**src/lcd4_pkg.sv**
```systemverilog
// Shared types, codes and constants of the 4-bit character LCD sequencer.
package lcd4_pkg;

    // Request codes carried by the mode field
    localparam logic [2:0] MODE_TICK = 3'd0;
    localparam logic [2:0] MODE_CMD  = 3'd1;
    localparam logic [2:0] MODE_DATA = 3'd2;
    localparam logic [2:0] MODE_READ = 3'd3;
    localparam logic [2:0] MODE_NIB  = 3'd4;
    localparam logic [2:0] MODE_INIT = 3'd5;

    // Configuration register indexes (byte address is four times the index)
    localparam logic [2:0] REG_SETTLE_WAIT   = 3'd0;
    localparam logic [2:0] REG_CLEAR_WAIT    = 3'd1;
    localparam logic [2:0] REG_NIB_INIT_WAIT = 3'd2;
    localparam logic [2:0] REG_BUSY_RETRY    = 3'd3;
    localparam logic [2:0] REG_MAX_BUSY      = 3'd4;

    // Configuration reset values
    localparam logic [11:0] SETTLE_WAIT_RST   = 12'd37;
    localparam logic [15:0] CLEAR_WAIT_RST    = 16'd1520;
    localparam logic [11:0] NIB_INIT_WAIT_RST = 12'd160;
    localparam logic [11:0] BUSY_RETRY_RST    = 12'd37;
    localparam logic [3:0]  MAX_BUSY_RST      = 4'd8;

    // Command bytes and limits
    localparam logic [7:0] CMD_CLEAR      = 8'h01;
    localparam logic [3:0] INIT_LAST_STEP = 4'd8;
    localparam logic [3:0] INIT_NIB_STEPS = 4'd4;
    localparam logic [3:0] BUSY_CHECK_MAX = 4'd15;

    // Sequencer phases
    typedef enum logic [11:0] {
        PH_IDLE       = 12'b0000_0000_0001,
        PH_BUSY_A     = 12'b0000_0000_0010,
        PH_BUSY_B     = 12'b0000_0000_0100,
        PH_BUSY_WAIT  = 12'b0000_0000_1000,
        PH_WR_HI      = 12'b0000_0001_0000,
        PH_WR_LO      = 12'b0000_0010_0000,
        PH_POST_WAIT  = 12'b0000_0100_0000,
        PH_NIB        = 12'b0000_1000_0000,
        PH_NIB_WAIT   = 12'b0001_0000_0000,
        PH_NIB_SETTLE = 12'b0010_0000_0000,
        PH_RD_HI      = 12'b0100_0000_0000,
        PH_RD_LO      = 12'b1000_0000_0000
    } phase_t;

    // Configuration registers as seen by the sequencer
    typedef struct packed {
        logic [11:0] settle_wait;
        logic [15:0] clear_wait;
        logic [11:0] nibble_init_wait;
        logic [11:0] busy_retry_wait;
        logic [3:0]  max_busy_checks;
    } cfg_t;

    // One input item
    typedef struct packed {
        logic [2:0] mode;
        logic [7:0] value;
        logic [3:0] db_in;
    } item_t;

    // One result item
    typedef struct packed {
        logic       rs;
        logic       rw;
        logic       enable;
        logic [3:0] db_out;
        logic       db_drive;
        logic       ready_res;
        logic       refused;
        logic       address_valid;
        logic [6:0] address;
    } res_t;

    // Power-on sequence: four initial nibbles, then five commands
    function automatic logic [7:0] init_byte(input logic [3:0] step);
        case (step)
            4'd0:    init_byte = 8'h30;
            4'd1:    init_byte = 8'h30;
            4'd2:    init_byte = 8'h30;
            4'd3:    init_byte = 8'h20;
            4'd4:    init_byte = 8'h28;
            4'd5:    init_byte = 8'h10;
            4'd6:    init_byte = 8'h0C;
            4'd7:    init_byte = 8'h06;
            default: init_byte = 8'h01;
        endcase
    endfunction

endpackage

```
**src/lcd4_cfg.sv**
```systemverilog
// APB-style configuration register file of the LCD sequencer.
module lcd4_cfg
    import lcd4_pkg::*;
(
    input  logic        aclk,
    input  logic        aresetn,
    input  logic        psel,
    input  logic        penable,
    input  logic        pwrite,
    input  logic [4:0]  paddr,
    input  logic [31:0] pwdata,
    output logic [31:0] prdata,
    output logic        pready,
    output cfg_t        cfg
);

    cfg_t       cfg_reg;
    cfg_t       cfg_next;
    logic [2:0] reg_idx;
    logic       wr_en;

    assign reg_idx = paddr[4:2];
    assign wr_en   = psel && penable && pwrite;
    assign pready  = 1'b1;
    assign cfg     = cfg_reg;

    // Write the addressed register, ignore addresses beyond the list
    always_comb begin
        cfg_next = cfg_reg;
        if (wr_en) begin
            case (reg_idx)
                REG_SETTLE_WAIT:   cfg_next.settle_wait      = pwdata[11:0];
                REG_CLEAR_WAIT:    cfg_next.clear_wait       = pwdata[15:0];
                REG_NIB_INIT_WAIT: cfg_next.nibble_init_wait = pwdata[11:0];
                REG_BUSY_RETRY:    cfg_next.busy_retry_wait  = pwdata[11:0];
                REG_MAX_BUSY:      cfg_next.max_busy_checks  = pwdata[3:0];
                default:           cfg_next = cfg_reg;
            endcase
        end
    end

    always_ff @(posedge aclk) begin
        if (!aresetn) begin
            cfg_reg.settle_wait      <= SETTLE_WAIT_RST;
            cfg_reg.clear_wait       <= CLEAR_WAIT_RST;
            cfg_reg.nibble_init_wait <= NIB_INIT_WAIT_RST;
            cfg_reg.busy_retry_wait  <= BUSY_RETRY_RST;
            cfg_reg.max_busy_checks  <= MAX_BUSY_RST;
        end else begin
            cfg_reg <= cfg_next;
        end
    end

    // Return the addressed register, zero-extended
    always_comb begin
        case (reg_idx)
            REG_SETTLE_WAIT:   prdata = 32'(cfg_reg.settle_wait);
            REG_CLEAR_WAIT:    prdata = 32'(cfg_reg.clear_wait);
            REG_NIB_INIT_WAIT: prdata = 32'(cfg_reg.nibble_init_wait);
            REG_BUSY_RETRY:    prdata = 32'(cfg_reg.busy_retry_wait);
            REG_MAX_BUSY:      prdata = 32'(cfg_reg.max_busy_checks);
            default:           prdata = 32'd0;
        endcase
    end

endmodule

```
**src/lcd4_seq.sv**
```systemverilog
// Sequencer state and single-tick next-state and pin logic of the LCD sequencer.
module lcd4_seq
    import lcd4_pkg::*;
#(
    parameter int DELAY_WIDTH = 16
) (
    input  logic  aclk,
    input  logic  aresetn,
    input  logic  step_en,
    input  item_t item,
    input  cfg_t  cfg,
    output res_t  res
);

    localparam logic [DELAY_WIDTH-1:0] DLY_MAX = '1;

    phase_t                 phase_reg, phase_next;
    logic [DELAY_WIDTH-1:0] delay_reg, delay_next;
    logic [7:0]             shift_reg, shift_next;
    logic [2:0]             kind_reg, kind_next;
    logic [3:0]             checks_reg, checks_next;
    logic [3:0]             step_reg, step_next;
    logic [7:0]             hold_reg, hold_next;

    // finish() target, worked out ahead of the advance
    phase_t     fin_phase;
    logic [7:0] fin_shift;
    logic [3:0] fin_step;
    logic [3:0] fin_checks;
    phase_t     cmd_phase;
    logic       in_wait;
    logic       leave_now;
    logic [1:0] sub;
    logic [3:0] nib;
    logic [15:0] post_len;

    // Clamp a wait length to what the delay counter holds
    function automatic logic [DELAY_WIDTH-1:0] sat_len(input logic [15:0] len);
        logic [31:0] wide;
        logic [31:0] lim;
        wide = 32'(len);
        lim  = 32'(DLY_MAX);
        if (wide > lim) begin
            sat_len = DLY_MAX;
        end else begin
            sat_len = wide[DELAY_WIDTH-1:0];
        end
    endfunction

    assign cmd_phase = (cfg.max_busy_checks == 4'd0) ? PH_WR_HI : PH_BUSY_A;

    always_comb begin
        phase_next  = phase_reg;
        delay_next  = delay_reg;
        shift_next  = shift_reg;
        kind_next   = kind_reg;
        checks_next = checks_reg;
        step_next   = step_reg;
        hold_next   = hold_reg;
        res         = '0;
        res.db_drive = 1'b1;
        fin_phase   = PH_IDLE;
        fin_shift   = shift_reg;
        fin_step    = step_reg;
        fin_checks  = checks_reg;
        in_wait     = 1'b0;
        leave_now   = 1'b0;
        nib         = 4'd0;
        post_len    = 16'd0;

        // Take a request when idle, drop it otherwise
        if (item.mode >= MODE_CMD && item.mode <= MODE_INIT) begin
            if (phase_reg != PH_IDLE) begin
                res.refused = 1'b1;
            end else begin
                kind_next  = item.mode;
                delay_next = '0;
                case (item.mode)
                    MODE_CMD, MODE_DATA: begin
                        shift_next  = item.value;
                        checks_next = 4'd0;
                        phase_next  = cmd_phase;
                    end
                    MODE_READ: begin
                        phase_next = PH_RD_HI;
                    end
                    MODE_NIB: begin
                        shift_next = item.value;
                        phase_next = PH_NIB;
                    end
                    default: begin
                        step_next  = 4'd0;
                        shift_next = init_byte(4'd0);
                        phase_next = PH_NIB;
                    end
                endcase
            end
        end

        // Drive the pins for this tick
        sub = delay_next[1:0];
        case (phase_next)
            PH_BUSY_A, PH_BUSY_B, PH_RD_HI, PH_RD_LO: begin
                res.rw       = 1'b1;
                res.db_drive = 1'b0;
                res.enable   = !sub[1];
                if (sub == 2'd1) begin
                    if (phase_next == PH_BUSY_A) begin
                        hold_next = {item.db_in, 4'd0};
                    end else if (phase_next == PH_RD_HI) begin
                        hold_next = {item.db_in, hold_reg[3:0]};
                    end else if (phase_next == PH_RD_LO) begin
                        hold_next = {hold_reg[7:4], item.db_in};
                    end
                end
                if (phase_next == PH_RD_LO && sub == 2'd3) begin
                    res.address_valid = 1'b1;
                    res.address       = hold_next[6:0];
                end
            end
            PH_WR_HI, PH_WR_LO, PH_NIB: begin
                res.rs     = (phase_next != PH_NIB) && (kind_next == MODE_DATA);
                res.enable = !sub[1];
                nib        = (phase_next == PH_WR_LO) ? shift_next[3:0] : shift_next[7:4];
                res.db_out = (sub == 2'd0) ? 4'd0 : nib;
            end
            default: begin
            end
        endcase

        // Next item of the power-on sequence, or back to idle
        if (kind_next == MODE_INIT && step_next < INIT_LAST_STEP) begin
            fin_step  = step_next + 4'd1;
            fin_shift = init_byte(fin_step);
            if (fin_step < INIT_NIB_STEPS) begin
                fin_phase = PH_NIB;
            end else begin
                fin_checks = 4'd0;
                fin_phase  = cmd_phase;
            end
        end else begin
            fin_step   = step_next;
            fin_shift  = shift_next;
            fin_checks = checks_next;
            fin_phase  = PH_IDLE;
        end

        // Advance the delay counter by one tick
        if (phase_next != PH_IDLE) begin
            in_wait = (phase_next == PH_BUSY_WAIT) || (phase_next == PH_POST_WAIT) ||
                      (phase_next == PH_NIB_WAIT) || (phase_next == PH_NIB_SETTLE);
            if (in_wait) begin
                if (delay_next != '0) begin
                    delay_next = delay_next - 1'b1;
                end
                leave_now = (delay_next == '0);
            end else begin
                delay_next = delay_next + 1'b1;
                leave_now  = (delay_next >= DELAY_WIDTH'(4));
            end
        end

        // Leave the phase, skipping any wait of zero ticks
        if (leave_now) begin
            case (phase_next)
                PH_BUSY_A: begin
                    phase_next = PH_BUSY_B;
                    delay_next = '0;
                end
                PH_BUSY_B: begin
                    if (hold_next[7]) begin
                        if (checks_next < BUSY_CHECK_MAX) begin
                            checks_next = checks_next + 4'd1;
                        end
                        if (cfg.busy_retry_wait == 12'd0) begin
                            phase_next = (checks_next < cfg.max_busy_checks) ?
                                         PH_BUSY_A : PH_WR_HI;
                            delay_next = '0;
                        end else begin
                            phase_next = PH_BUSY_WAIT;
                            delay_next = sat_len(16'(cfg.busy_retry_wait));
                        end
                    end else begin
                        phase_next = PH_WR_HI;
                        delay_next = '0;
                    end
                end
                PH_BUSY_WAIT: begin
                    phase_next = (checks_next < cfg.max_busy_checks) ? PH_BUSY_A : PH_WR_HI;
                    delay_next = '0;
                end
                PH_WR_HI: begin
                    phase_next = PH_WR_LO;
                    delay_next = '0;
                end
                PH_WR_LO: begin
                    post_len = (shift_next == CMD_CLEAR) ? cfg.clear_wait :
                               16'(cfg.settle_wait);
                    if (kind_next == MODE_DATA || post_len == 16'd0) begin
                        phase_next  = fin_phase;
                        delay_next  = '0;
                        shift_next  = fin_shift;
                        step_next   = fin_step;
                        checks_next = fin_checks;
                    end else begin
                        phase_next = PH_POST_WAIT;
                        delay_next = sat_len(post_len);
                    end
                end
                PH_NIB: begin
                    if (cfg.nibble_init_wait != 12'd0) begin
                        phase_next = PH_NIB_WAIT;
                        delay_next = sat_len(16'(cfg.nibble_init_wait));
                    end else if (cfg.settle_wait != 12'd0) begin
                        phase_next = PH_NIB_SETTLE;
                        delay_next = sat_len(16'(cfg.settle_wait));
                    end else begin
                        phase_next  = fin_phase;
                        delay_next  = '0;
                        shift_next  = fin_shift;
                        step_next   = fin_step;
                        checks_next = fin_checks;
                    end
                end
                PH_NIB_WAIT: begin
                    if (cfg.settle_wait != 12'd0) begin
                        phase_next = PH_NIB_SETTLE;
                        delay_next = sat_len(16'(cfg.settle_wait));
                    end else begin
                        phase_next  = fin_phase;
                        delay_next  = '0;
                        shift_next  = fin_shift;
                        step_next   = fin_step;
                        checks_next = fin_checks;
                    end
                end
                PH_RD_HI: begin
                    phase_next = PH_RD_LO;
                    delay_next = '0;
                end
                PH_POST_WAIT, PH_NIB_SETTLE, PH_RD_LO: begin
                    phase_next  = fin_phase;
                    delay_next  = '0;
                    shift_next  = fin_shift;
                    step_next   = fin_step;
                    checks_next = fin_checks;
                end
                default: begin
                    phase_next = PH_IDLE;
                    delay_next = '0;
                end
            endcase
        end

        res.ready_res = (phase_next == PH_IDLE);
    end

    // Hold the state unless an item is processed this cycle
    always_ff @(posedge aclk) begin
        if (!aresetn) begin
            phase_reg  <= PH_IDLE;
            delay_reg  <= '0;
            shift_reg  <= 8'd0;
            kind_reg   <= 3'd0;
            checks_reg <= 4'd0;
            step_reg   <= 4'd0;
            hold_reg   <= 8'd0;
        end else if (step_en) begin
            phase_reg  <= phase_next;
            delay_reg  <= delay_next;
            shift_reg  <= shift_next;
            kind_reg   <= kind_next;
            checks_reg <= checks_next;
            step_reg   <= step_next;
            hold_reg   <= hold_next;
        end
    end

    // A wait phase never sits on an expired count
    a_wait_nonzero: assert property (@(posedge aclk) disable iff (!aresetn)
        (phase_reg == PH_BUSY_WAIT || phase_reg == PH_POST_WAIT ||
         phase_reg == PH_NIB_WAIT || phase_reg == PH_NIB_SETTLE) |-> (delay_reg != '0))
        else $error("wait phase with zero delay count");

    // A transfer slot lasts four ticks at most
    a_slot_short: assert property (@(posedge aclk) disable iff (!aresetn)
        (phase_reg == PH_BUSY_A || phase_reg == PH_BUSY_B || phase_reg == PH_WR_HI ||
         phase_reg == PH_WR_LO || phase_reg == PH_NIB || phase_reg == PH_RD_HI ||
         phase_reg == PH_RD_LO) |-> (delay_reg < DELAY_WIDTH'(4)))
        else $error("slot tick count out of range");

    // A request taken while idle leaves idle on the next cycle
    a_request_starts: assert property (@(posedge aclk) disable iff (!aresetn)
        (step_en && phase_reg == PH_IDLE && item.mode >= MODE_CMD && item.mode <= MODE_INIT)
        |=> (phase_reg != PH_IDLE))
        else $error("accepted request did not start the sequencer");

    // No tick, no movement
    a_hold_when_stalled: assert property (@(posedge aclk) disable iff (!aresetn)
        !step_en |=> ($stable(phase_reg) && $stable(delay_reg)))
        else $error("sequencer moved without an item");

    // An address is reported only on the last tick of the low read slot
    a_addr_tick: assert property (@(posedge aclk) disable iff (!aresetn)
        (step_en && res.address_valid) |=> (phase_reg != PH_RD_LO))
        else $error("address read slot did not end");

endmodule

```
**src/char_lcd_4bit_bus_sequencer_top.sv**
```systemverilog
// Top level of the 4-bit character LCD sequencer: item and result registers.
//
// Each input item (s_mode, s_value, s_db_in) is one microsecond tick of the
// display bus. It may carry a request: command byte, data byte, address read,
// single initial nibble or the whole power-on sequence. Each item gives
// exactly one result item with the pin levels for that tick (m_rs, m_rw,
// m_enable, m_db_out, m_db_drive) and status (m_ready_res, m_refused,
// m_address_valid, m_address). A request that arrives while the sequencer
// is busy is dropped and flagged with m_refused.
// Items pass through the item register and the tick logic into the result
// register, one item per cycle while the receiver takes every result.
// Reset (aresetn low at a clock edge) empties both registers, puts the
// sequencer in idle and loads the configuration defaults.
// When the receiver stalls, the held result waits in the result register
// and one more item is taken into the item register; s_ready then drops.
// The five wait and limit registers are to be written through the APB port
// only while idle; the block itself does not enforce this.
module char_lcd_4bit_bus_sequencer_top
    import lcd4_pkg::*;
#(
    parameter int DELAY_WIDTH = 16
) (
    input  logic        aclk,
    input  logic        aresetn,
    // input items
    input  logic        s_valid,
    output logic        s_ready,
    input  logic [2:0]  s_mode,
    input  logic [7:0]  s_value,
    input  logic [3:0]  s_db_in,
    // result items
    output logic        m_valid,
    input  logic        m_ready,
    output logic        m_rs,
    output logic        m_rw,
    output logic        m_enable,
    output logic [3:0]  m_db_out,
    output logic        m_db_drive,
    output logic        m_ready_res,
    output logic        m_refused,
    output logic        m_address_valid,
    output logic [6:0]  m_address,
    // configuration
    input  logic        psel,
    input  logic        penable,
    input  logic        pwrite,
    input  logic [4:0]  paddr,
    input  logic [31:0] pwdata,
    output logic [31:0] prdata,
    output logic        pready
);

    logic  in_valid_reg, in_valid_next;
    item_t item_reg;
    logic  out_valid_reg, out_valid_next;
    res_t  res_reg;
    res_t  res_comb;
    cfg_t  cfg;
    logic  out_free;
    logic  step_en;
    logic  take_in;

    lcd4_cfg u_cfg (
        .aclk    (aclk),
        .aresetn (aresetn),
        .psel    (psel),
        .penable (penable),
        .pwrite  (pwrite),
        .paddr   (paddr),
        .pwdata  (pwdata),
        .prdata  (prdata),
        .pready  (pready),
        .cfg     (cfg)
    );

    lcd4_seq #(
        .DELAY_WIDTH (DELAY_WIDTH)
    ) u_seq (
        .aclk    (aclk),
        .aresetn (aresetn),
        .step_en (step_en),
        .item    (item_reg),
        .cfg     (cfg),
        .res     (res_comb)
    );

    // Handshake: process the held item when the result slot frees up
    assign out_free = !out_valid_reg || m_ready;
    assign step_en  = in_valid_reg && out_free;
    assign s_ready  = !in_valid_reg || out_free;
    assign take_in  = s_valid && s_ready;

    always_comb begin
        in_valid_next = in_valid_reg;
        if (take_in) begin
            in_valid_next = 1'b1;
        end else if (step_en) begin
            in_valid_next = 1'b0;
        end
        out_valid_next = out_valid_reg;
        if (step_en) begin
            out_valid_next = 1'b1;
        end else if (m_ready) begin
            out_valid_next = 1'b0;
        end
    end

    always_ff @(posedge aclk) begin
        if (!aresetn) begin
            in_valid_reg  <= 1'b0;
            out_valid_reg <= 1'b0;
        end else begin
            in_valid_reg  <= in_valid_next;
            out_valid_reg <= out_valid_next;
        end
    end

    // Capture the item and the result payloads
    always_ff @(posedge aclk) begin
        if (take_in) begin
            item_reg.mode  <= s_mode;
            item_reg.value <= s_value;
            item_reg.db_in <= s_db_in;
        end
        if (step_en) begin
            res_reg <= res_comb;
        end
    end

    assign m_valid         = out_valid_reg;
    assign m_rs            = res_reg.rs;
    assign m_rw            = res_reg.rw;
    assign m_enable        = res_reg.enable;
    assign m_db_out        = res_reg.db_out;
    assign m_db_drive      = res_reg.db_drive;
    assign m_ready_res     = res_reg.ready_res;
    assign m_refused       = res_reg.refused;
    assign m_address_valid = res_reg.address_valid;
    assign m_address       = res_reg.address;

endmodule

```
**config.mk**
```make
export PLATFORM = sky130hd
export DESIGN_NAME = char_lcd_4bit_bus_sequencer_top
export DESIGN_NICKNAME = d
export VERILOG_FILES = /design/src/lcd4_pkg.sv /design/src/lcd4_cfg.sv /design/src/lcd4_seq.sv /design/src/char_lcd_4bit_bus_sequencer_top.sv
export SDC_FILE = /design/constraint.sdc
export NUM_CORES = 1
export LEC_CHECK = 0
export ABC_CLOCK_PERIOD_IN_PS = 6600
export BUFFER_PORTS_ARGS = -buffer_cell sky130_fd_sc_hd__buf_4
export CORE_UTILIZATION = 50
export CTS_BUF_LIST = sky130_fd_sc_hd__clkbuf_16
export CTS_CLUSTER_DIAMETER = 120
export DETAILED_ROUTE_END_ITERATION = 10
export PLACE_DENSITY = 0.74
export SYNTH_ARGS = -nofsm -noshare
export SYNTH_HDL_FRONTEND = slang
export SYNTH_HIERARCHICAL = 1
export SYNTH_SLANG_ARGS = --single-unit
```
**constraint.sdc**
```tcl
create_clock -name aclk -period 6.6 [get_ports aclk]
set_input_delay 0.66 -clock aclk [delete_from_list [all_inputs] [get_ports aclk]]
set_output_delay 0.66 -clock aclk [all_outputs]
set_load 0.01 [all_outputs]
```
==> run summary <==
initial antenna violation count -> 0
GRT Max-Usage Layer -> met2
Post-Syn Area per Cell -> 8.22 µm²
largest net degree at the start of global routing -> 97
Routed Antenna Nets -> 0
Sink Count -> 146
CTS Buf Count -> 17
Max-Cap Viols -> 0
RSZ-0062 raised after global routing -> false
synth warn -> 6
routed vias -> 9785
grt ovf -> 0
Post-synth EDFFs -> 33
WHS Path Cells -> 1
Worst Hold Endpoint -> item_reg[9]
I/O Pins -> 112
worst path arrival time -> 6.03 ns
status -> finished, final reports clean
row count -> 51
worst reg2reg path depth -> 18
most frequent cell after synthesis -> nand2_1
Leakage -> 4.37 nW
Nets -> 1300
Slew HR -> 0.242
Hold Vio Cnt, Final -> 0
Sum Neg Setup Slack -> 0 ns
FF-to-FF End -> u_seq/delay_reg[13]
hpwl dp -> 20800 µm
CTS tree -> built
reg2reg setup slack -> 0.89 ns
Final Core Density -> 0.566
Post-CTS Repair Setup Buffers -> 0
worst endpoint required time -> 6.92 ns
DRC viols -> 0
critical path capture point type -> flop
CP Launch Type -> flop
max FFs per register -> 56
Die X -> 143 µm
first-pass GRT wire length -> 46900 µm
fraction of registers with async set/reset -> 0
Initial DRC Count -> 1411
register area share after synthesis -> 0.328
die area -> 20400 µm²
#FFs+latches synth -> 146
CTS clk-pin slew, worst paths -> 0.07 ns
gate count of the mapped netlist -> 1205
M2 GR Usage -> 0.442
GP Congestion -> 0.974
Fmax achieved -> 0.175 GHz
PD cells -> 218 nW/µm²
routed wire length -> 29800 µm
ys flop type -> dfxtp_1
CTS resizes -> 0
IO Port Bufs -> 76
VDD IR max -> 0.000186 V
clk_skew -> 0.0107 ns
FF-to-FF Start -> item_reg[14]
vias in the first global route -> 8799
H-tree Lvls -> 4
cts-stage hold buffer count -> 0
HP Class -> in2reg
Antenna diodes -> 0
Least-Margin Pin Slew -> 1.13 ns
min cycle time layout -> 5.71 ns
Netlist cell types -> 89
HP Start -> s_value[5]
post-DR vias/cell -> 6.50
WL/cell -> 19.8 µm
clk_lat worst skew -> 0.43 ns
post-synth top area cell -> dfxtp_1
routing usage on met1 -> 0.404
met3 Use GR -> 0.0630
overall die height -> 143 µm
critical path peak fanout -> 22
setup violators final -> 0
top post-synthesis cells by area -> dfxtp_1, edfxtp_1, mux2i_1, nand2_1, a21oi_1
Post-Syn Area -> 9910 µm²
Tcrit/Tclk final -> 0.865
total power -> 2.40 mW
Post-synth top cells -> nand2_1, dfxtp_1, nor2_1
Layout area overhead -> 11.2%
share of layout cells above drive strength 1 -> 0.135
Slew Limit Fails -> 0
number of detailed-route iterations in the first pass -> 9
clk root buf -> clkbuf_16
Core Region -> 19500 µm²
critical path class -> reg2reg
CTS Buffer Depth -> 2
gr usage total -> 0.295
Yosys top cell area share -> 0.228
Starting Density -> 0.509
## how the worst max path moves through the flow
| stage | to | startpoint |
|---|---|---|
| floorplan | u_seq/phase_reg[2] | item_reg[13] |
| global placement | u_seq/delay_reg[7] | item_reg[14] |
| detailed placement | u_seq/delay_reg[13] | item_reg[14] |
| CTS | u_seq/delay_reg[13] | item_reg[14] |
| global route | u_seq/delay_reg[7] | item_reg[14] |
| finish | u_seq/delay_reg[13] | item_reg[14] |
## layer usage
layer,vias to the layer above,share of wire
li1,4501,-
met2,579,0.44
met3,119,0.095
met1,4586,0.43
met5,-,0
met4,0,0.036
## layout by cell type (no fill, tap or decap), types with 12 or more instances in the layout
cell	n
a211oi_1	14
a21oi_1	74
a22oi_1	17
a31oi_1	15
and2_1	17
and3_1	18
buf_4	94
clkbuf_16	17
conb_1	17
dfxtp_1	113
edfxtp_1	33
ha_1	13
inv_1	33
mux2i_1	79
nand2_1	145
nand3_1	36
nor2_1	92
nor2b_1	34
nor3_1	27
nor4_1	34
o21ai_0	55
o21ai_1	12
## cell families after synthesis
logic type                 synth area share
and+or+nand+nor                       0.264
AOI/OAI and AO/OA                     0.205
DFF                                   0.328
buffers and inverters                0.0664
muxes                                 0.104
xor gates and xnor gates             0.0159
adders and majority gates            0.0164
other                              0.000758
## worst max-delay path, stage by stage, from the launching register on
cell	delay, ns
edfxtp_1	0.36
buf_4	0.22
nor3_1	0.60
a21oi_1	0.14
nand2_2	0.10
buf_4	0.27
nand2_1	0.17
inv_1	0.15
ha_1	0.41
and4_1	0.32
nand4_1	0.24
or4b_2	0.74
a32oi_1	0.34
a21oi_2	0.19
nor2_1	0.53
buf_4	0.28
nor2b_1	0.09
a221oi_1	0.34
nor2_1	0.08
## power breakdown
group          total, mW  internal, mW  switching [mW]
clock network      0.901         0.489           0.412
logic              0.530         0.180           0.349
registers          0.969         0.940          0.0294
total               2.40          1.61           0.791
## cell type report
class                      count  area (µm²)
timing repair buffer          94         706
sequential                   146        3250
tap                          265         332
clock inverter                15         120
clock buffer                  17         425
inverter                      33         124
multi-input combinational    936        6060
fill                        1775        8440
## metrics by stage
step,instances,hold WS [ns],setup WS [ns],cell area (µm²)
after floorplan,1220,0.445,1.58,9970
after global placement,1474,0.455,1.14,10500
after detailed placement,1474,0.472,1.08,10500
after CTS,1506,0.389,1.08,11000
after global routing,1506,0.382,0.652,11000
final,1506,0.399,0.891,11000
No activity file was read; power rests on OpenSTA's default activity.
